<file path="src/design/mrfc_pkg.sv">
`default_nettype none
// ----------------------------------------------------------------------------
// Modbus RTU frame checker package
// Shared types, constants and the CRC-16 byte update.
// ----------------------------------------------------------------------------
package mrfc_pkg;

  localparam int MAX_FRAME_BYTES = 256;
  localparam int MIN_FRAME_BYTES = 5;
  localparam int COUNT_W = $clog2(MAX_FRAME_BYTES + 1);
  localparam int PAD_W = 3;
  localparam logic [15:0] CRC_INIT = 16'hFFFF;
  localparam logic [15:0] CRC_POLY = 16'hA001;
  localparam int QUEUE_DEPTH = 4;
  localparam int QPTR_W = $clog2(QUEUE_DEPTH);

  localparam logic KIND_PAYLOAD = 1'b0;
  localparam logic KIND_STATUS = 1'b1;

  localparam logic [1:0] STATUS_OK = 2'd0;
  localparam logic [1:0] STATUS_TOO_SHORT = 2'd1;
  localparam logic [1:0] STATUS_CRC_ERR = 2'd2;

  typedef struct packed {
    logic [7:0]       data;
    logic             eof;
    logic             kept;
    logic             crc_en;
    logic             emit;
    logic             too_short;
    logic [PAD_W-1:0] pad;
  } item_t;

  function automatic logic [15:0] crc16_byte(input logic [15:0] crc, input logic [7:0] b);
    logic [15:0] c;
    c = crc ^ {8'h00, b};
    for (int i = 0; i < 8; i++) begin
      if (c[0]) begin
        c = (c >> 1) ^ CRC_POLY;
      end else begin
        c = c >> 1;
      end
    end
    return c;
  endfunction

endpackage
`default_nettype wire

</file>
<file path="src/design/mrfc_back.sv">
`default_nettype none
// ----------------------------------------------------------------------------
// Modbus RTU frame checker back end
// Runs the two-byte delay, padding and CRC, and drives the result register.
// ----------------------------------------------------------------------------
module mrfc_back import mrfc_pkg::*; (
  input  wire logic clk,
  input  wire logic rst,
  input  wire logic q_not_empty,
  input  item_t     q_head,
  output logic      pop,
  output logic       out_valid,
  input  wire logic  out_ready,
  output logic       out_kind,
  output logic [7:0] payload_byte,
  output logic [1:0] frame_status,
  output logic       last_of_run
);

  typedef enum logic [1:0] {
    ST_ITEM,
    ST_PAD,
    ST_STATUS
  } state_t;

  state_t           state;
  state_t           state_next;
  logic [15:0]      crc;
  logic [15:0]      crc_next;
  logic [7:0]       held0;
  logic [7:0]       held0_next;
  logic [7:0]       held1;
  logic [7:0]       held1_next;
  logic [PAD_W-1:0] pad;
  logic [PAD_W-1:0] pad_next;
  logic             too_short;
  logic             too_short_next;
  logic             out_valid_next;
  logic             out_kind_next;
  logic [7:0]       payload_byte_next;
  logic [1:0]       frame_status_next;
  logic             last_of_run_next;
  logic             adv;
  logic [15:0]      crc_upd;
  logic             mismatch;

  assign adv = !out_valid || out_ready;
  assign crc_upd = crc16_byte(crc, held0);
  assign mismatch = ({held0, held1} != {crc[7:0], crc[15:8]});

  always_comb begin
    state_next = state;
    crc_next = crc;
    held0_next = held0;
    held1_next = held1;
    pad_next = pad;
    too_short_next = too_short;
    out_valid_next = out_valid && !out_ready;
    out_kind_next = out_kind;
    payload_byte_next = payload_byte;
    frame_status_next = frame_status;
    last_of_run_next = last_of_run;
    pop = 1'b0;
    case (state)
      ST_ITEM: begin
        if (adv && q_not_empty) begin
          pop = 1'b1;
          if (q_head.kept) begin
            held0_next = held1;
            held1_next = q_head.data;
            if (q_head.crc_en) begin
              crc_next = crc_upd;
            end
            if (q_head.emit) begin
              out_valid_next = 1'b1;
              out_kind_next = KIND_PAYLOAD;
              payload_byte_next = held0;
              frame_status_next = STATUS_OK;
              last_of_run_next = !q_head.eof;
            end
          end
          if (q_head.eof) begin
            too_short_next = q_head.too_short;
            pad_next = q_head.pad;
            state_next = (q_head.pad != '0) ? ST_PAD : ST_STATUS;
          end
        end
      end
      ST_PAD: begin
        if (adv) begin
          held0_next = held1;
          held1_next = 8'h00;
          if (pad <= PAD_W'(3)) begin
            crc_next = crc_upd;
          end
          if (pad <= PAD_W'(2)) begin
            out_valid_next = 1'b1;
            out_kind_next = KIND_PAYLOAD;
            payload_byte_next = held0;
            frame_status_next = STATUS_OK;
            last_of_run_next = 1'b0;
          end
          pad_next = pad - PAD_W'(1);
          if (pad == PAD_W'(1)) begin
            state_next = ST_STATUS;
          end
        end
      end
      ST_STATUS: begin
        if (adv) begin
          out_valid_next = 1'b1;
          out_kind_next = KIND_STATUS;
          payload_byte_next = 8'h00;
          if (mismatch) begin
            frame_status_next = STATUS_CRC_ERR;
          end else if (too_short) begin
            frame_status_next = STATUS_TOO_SHORT;
          end else begin
            frame_status_next = STATUS_OK;
          end
          last_of_run_next = 1'b1;
          crc_next = CRC_INIT;
          held0_next = 8'h00;
          held1_next = 8'h00;
          too_short_next = 1'b0;
          state_next = ST_ITEM;
        end
      end
      default: begin
        state_next = ST_ITEM;
      end
    endcase
  end

  always_ff @(posedge clk) begin
    if (rst) begin
      state <= ST_ITEM;
      crc <= CRC_INIT;
      held0 <= 8'h00;
      held1 <= 8'h00;
      pad <= '0;
      too_short <= 1'b0;
      out_valid <= 1'b0;
    end else begin
      state <= state_next;
      crc <= crc_next;
      held0 <= held0_next;
      held1 <= held1_next;
      pad <= pad_next;
      too_short <= too_short_next;
      out_valid <= out_valid_next;
    end
    out_kind <= out_kind_next;
    payload_byte <= payload_byte_next;
    frame_status <= frame_status_next;
    last_of_run <= last_of_run_next;
  end

endmodule
`default_nettype wire

</file>
<file path="config.mk">
export PLATFORM = sky130hd
export DESIGN_NAME = mrfc_back
export DESIGN_NICKNAME = d
export VERILOG_FILES = /design/src/design/mrfc_pkg.sv /design/src/design/mrfc_back.sv
export SDC_FILE = /design/constraint.sdc
export NUM_CORES = 1
export LEC_CHECK = 0
export BUFFER_PORTS_ARGS = -buffer_cell sky130_fd_sc_hd__buf_2
export CORE_AREA = 2 2 58 100
export CTS_CLUSTER_SIZE = 24
export DETAILED_ROUTE_END_ITERATION = 7
export DIE_AREA = 0 0 60 102
export HOLD_SLACK_MARGIN = 0.03
export PLACE_DENSITY = 0.77
export SLEW_MARGIN = 20
export SYNTH_ARGS = -nofsm -noshare
export SYNTH_HDL_FRONTEND = slang
export SYNTH_SLANG_ARGS = --single-unit
</file>
<file path="constraint.sdc">
create_clock -name clk -period 2.2 [get_ports clk]
set_input_delay 0 -clock clk [delete_from_list [all_inputs] [get_ports clk]]
set_output_delay 0 -clock clk [all_outputs]
set_load 0.02 [all_outputs]
</file>
Word-level counts from Yosys, hierarchy flattened
Cells that the tools add are included.

storage, ports and cells
  register bits = 51
  latch bits = 0
  bits in writable memories = 0
  bits in read-only memories = 0
  input bits = 20
  output and inout port bits = 14
  word-level logic and storage cells = 131
  memories = 0

operators by class
  $add $sub $neg = 1
  multipliers = 0
  divide/modulo/power cells = 0
  $lt $le $gt $ge = 2
  equality and inequality tests = 15
  shift-type cells = 0
  muxes and demuxes = 73
  bitwise operators = 9
  reduce and logical (&&, ||, !) cells = 20

operators by type and width
  cell                 number
  $mux 16              14
  $mux 8               11
  $pmux 16 s3          1
  $pmux 8 s3           2
  $mux 2               13
  $not 2->3            8
  $mux 1               21
  $ne 2x2->1 const B   10
  $ne 16x16->1         1
  $pmux 8 s2           1
  $xor 16x8->16        1
  $reduce_and 7->1     2
  $pmux 2 s3           2
  $reduce_and 4->1     3
  $reduce_and 5->1     2
  $mux 3               3
  $pmux 1 s3           3
  $le 3x2->1 const B   2
  $pmux 3 s2           1
  $reduce_bool 2->1    3
  $reduce_bool 3->1    2
  $eq 3x1->1 const B   1
  $logic_not 1->1      3
  $sub 3x1->3 const B  1
  8 further kinds      9

Depth between registers and ports, before layout
  depth after elaboration = 21
  depth in mapped cells = 9
  mapped depth without buffers = 7

Worst setup path after synthesis
OpenSTA, ideal clock, no wires.

  path type = reg2reg
  from = register state[0]
  to = register frame_status[0] (enable)
  setup time = 0.355 ns
  arrival = 1.928 ns
  data required time = 1.845 ns
  setup slack = -0.082 ns
  cell stages (with the launch flop) = 9
  path buffers = 2
  clock period less this slack = 2.282 ns
  path through = dfxtp_1 -> inv_1 -> ha_1 -> buf_6 -> nor2_4 -> o21bai_4 -> a221oi_2 -> buf_2 -> and3_1

between the ends
  cells in the longest elaborated chain, start to end = 3
  elaborated cells on any way between the ends = 11
  classes of those cells = eq/ne (8); reduce/logical (3)

RTL lines
  what                                                       RTL line          RTL
  start, declared                                            mrfc_back.sv:26   state_t state;
  start signal, assigned                                     mrfc_back.sv:145  state <= state_next;
  $eq 2x1->1, or another cell as far along                   mrfc_back.sv:64   case (state)
  $ne 2x2->1 (no line) or $reduce_bool 3->1 (tied branches)  --
  $reduce_and 7->1 (no line) *                               --
  end signal, assigned                                       mrfc_back.sv:155  frame_status <= frame_status_next;
  end, declared                                              mrfc_back.sv:16   output logic [1:0] frame_status,

Every way passes the cells marked *; elsewhere a longest branch is shown, timed or not.
A chain may end at the register's enable or synchronous reset.

Worst setup path in the final report
  from = register held0[1]
  to = register crc[0]

between the ends
  cells in the longest elaborated chain, start to end = 14
  elaborated cells on any way between the ends = 16
  classes of those cells = mux (14); bitwise (2)

RTL lines
  what                     RTL line          RTL
  start, declared          mrfc_back.sv:30   logic [7:0] held0;
  start signal, assigned   mrfc_back.sv:147  held0 <= held0_next;
  $xor 16x8->16 *          mrfc_pkg.sv:36    c = crc ^ {8'h00, b};
  $not 2->3 (no line)      --
  $mux 16 * (8 in series)  mrfc_pkg.sv:38    if (c[0]) begin
  $mux 16                  mrfc_back.sv:71   if (q_head.crc_en) begin
  $mux 16                  mrfc_back.sv:68   if (q_head.kept) begin
  $mux 16                  mrfc_back.sv:66   if (adv && q_not_empty) begin
  $pmux 16 s3 *            mrfc_back.sv:64
  end signal, assigned     mrfc_back.sv:146  crc <= crc_next;
  end, declared            mrfc_back.sv:28   logic [15:0] crc;

Every way passes the cells marked *; elsewhere a longest branch is shown, timed or not. The select of a mux whose other input is x is not followed.

==> flow_summary.yaml <==
worst_setup_path:
  max_stage_delay_ps: 370
  endpoint_kind: "register"
  worstPathCellList: "xnor2_2 -> ha_1 -> xor3_1 -> xor2_1 -> xnor3_1 -> nor4_1 -> a311oi_1"
  critPathArrivalTime_ps: 2240
  ff2ff_setup_slack_ps: 150
  criticalPathCategory: "reg2reg"
  worstPathRequired_ps: 2390
  slowest_stage: "dfxtp_2"
  cp-start-kind: "register"
  reg2reg_depth: 7
  crit_fanout: 3
status:
  status: "finished, final reports clean"
die:
  rows: 35
  start_util: 0.502
  dieHeight_um: 102
  fp.dieArea_mm2: 0.00612
  dieWidth_um: 60
  ios: 34
  core_area_mm2: 0.00530
grt:
  grt_pass1_vias: 2111
  grt.overflow.total: 0
  grt.total_usage: 0.213
  grt_max_degree: 42
  antenna_found_initial: 0
  grt_pass1_wl_um: 9740
detailed_routing:
  viasPerCell: 5.46
  wire_per_inst_um: 15.2
  drc_errors: 0
  first_iter_violations: 71
  first_pass_iters: 4
  drt.antenna.violating_nets: 0
  drt-total-wl_um: 5980
  vias: 2140
synthesis:
  ys_seq_area_frac: 0.429
  synth_most_common_cell: "dfxtp_1"
  synth_edf_count: 12
  ys.flop_type: "dfxtp_1"
  ys_ff_latch: 51
  synthArstFlopShare: 0
  avgSynthCellArea_um2: 9.84
  synthCells: 270
  ys_types: 46
  yosysTopAreaCellShare: 0.294
  synthTopCellsByCount: "dfxtp_1 (39), nor2_1 (29), nor3_1 (16), a21oi_1 (15), xnor2_1 (14)"
  syn_nets: 301
  yosysWarnings: 0
  yosys-top-cells-area: "dfxtp_1 (29%), edfxtp_1 (14%), ha_1 (5.2%)"
  syn_area_mm2: 0.00266
  yosys.area.top_type: "dfxtp_1"
placement:
  gp_congestion: 0.808
  portBuffers: 33
  pre_cts_ws_ps: 103
  dp_hpwl_um: 4240
flow_run:
  cap_violations: 0
pwr:
  powerDensity_mw_per_mm2: 1440
  ir_worst_vdd_mv: 0.937
  power_mw: 4.55
  leakagePower_nw: 1.33
clock_network:
  clock-sinks: 51
  cts_tree: "done"
  cts_made_buffers: 5
  worstSkewPairLatency_ps: 310
  h-tree-depth: 2
  clk_pin_slew_ps: 100
  root_buffer: "clkbuf_8"
  cts_max_path_buffers: 2
timing:
  setup_viol: 0
  maxSlewViolCount: 0
  final-hold-violation-count: 0
  fin_ws_ps: 152
  worst_pin_slew_ps: 686
  setup-tns-final_ps: 0
  rsz0062_at_grt: "false"
  fmax_mhz: 488
  skew_ps: 5.87
  min_period_ps: 2050
  post-route-period-util: 0.931
  relSlewSlack: 0.542
finish:
  nFillCells: 450
  syn2layout_area_growth_pct: 19.1
  ff_latch_area_mm2: 0.00114
  drive_gt1_frac: 0.220
  nets: 348
  diodes: 0
  multi_input_area_mm2: 0.00142
worst_hold_path:
  worstHoldPathType: "in2reg"
  holdPathStages: 3
-- layer usage --
metal,part of all wire,wire length [um],vias up,track usage
li1,-,-,1048,-
met1,0.37,2200,1022,0.226
met2,0.57,3400,52,0.394
met3,0.029,172,18,0.0291
met4,0.034,202,0,0.103
met5,0,0,-,0
-- critical path: cells and delay by family, from the launching register on --
| family | cells | cell delay, ps |
|---|---|---|
| flops | 1 | 370 |
| compound gates | 1 | 80 |
| simple gates | 1 | 250 |
| fa+ha+maj | 1 | 340 |
| xor+xnor | 4 | 890 |
-- placed cells by master (no fill, tap or decap), types with 2 or more instances in the layout --
cell	synthesis	layout
nor3_1	16	16
nand4_1	3	3
nand2b_1	11	11
xnor2_1	14	12
nor4_1	2	2
o21ai_0	6	6
clkbuf_8	0	5
xnor3_1	2	2
a22oi_1	9	9
nand2_1	5	5
buf_2	3	33
a221oi_1	2	2
o21bai_2	2	2
xor2_1	5	5
inv_1	10	9
a211oi_1	3	3
nand3_1	12	12
dfxtp_1	39	38
nor2_1	29	29
buf_4	1	10
xnor2_2	4	6
ha_1	11	11
and3_1	6	5
nor2b_1	8	8
o21bai_1	13	13
a21oi_1	15	15
dlygate4sd3_1	0	10
edfxtp_1	12	12
-- final timing paths --
path                  start  endpoint
hold / removal    q_head[0]    pad[0]
setup / recovery   held0[1]    crc[0]
hold reg to reg    state[0]  state[0]
setup reg to reg   held0[1]    crc[0]
-- through the flow --
step           instance area (um2)  hold slack (ps)  std cells   util
5_1_grt                       3160             60.4        392  0.597
4_1_cts                       3130             44.7        390  0.590
2_1_floorplan                 2660              162        270      -
3_3_place_gp                  2910              250        372  0.549
6_report                      3160             45.4        392  0.597
3_5_place_dp                  2910              260        372  0.549
-- report_power, final --
| part | internal [mW] | leakage, nW | switching, mW |
|---|---|---|---|
| combinational | 1.05 | 0.838 | 1.32 |
| sequential | 1.27 | 0.435 | 0.228 |
| clock | 0.345 | 0.0587 | 0.334 |
-- cell type report --
cell class / instances / share of cell area
multi-input cells: 195 / 0.449
inverters: 10 / 0.0130
repair buffers: 54 / 0.111
clock buffers: 5 / 0.0217
flip-flops and latches: 51 / 0.361
well taps: 74 / 0.0293
clock inverters: 3 / 0.0150
-- what timing repair did --
action                     4_1_cts  5_1_grt
hold endpoints to repair         9        0
setup buffers                    0        2
resized for setup                0        5
setup endpoints to repair        0       13
hold buffers                    10        0
-- logic make-up (layout without fill, tap and decap cells) --
| logic type | Yosys count | in the layout | synth area share |
|---|---|---|---|
| and+or+nand+nor | 96 | 96 | 0.184 |
| AOI/OAI and AO/OA | 61 | 61 | 0.176 |
| DFF | 51 | 51 | 0.429 |
| xor gates and xnor gates | 26 | 26 | 0.113 |
| buffers and inverters | 24 | 72 | 0.0424 |
| adders and majority gates | 11 | 11 | 0.0518 |
| muxes | 1 | 1 | 0.00377 |
-- flip-flops by register name (all words and copies together), names as in the netlist --
| register | cells |
|---|---|
| crc | 16 |
| frame_status | 2 |
| held0 | 8 |
| held1 | 8 |
| last_of_run | 1 |
| out_kind | 1 |
| out_valid | 1 |
| pad | 3 |
| payload_byte | 8 |
| state | 2 |
| too_short | 1 |
Note: power is estimated with default switching activity, not from simulation.
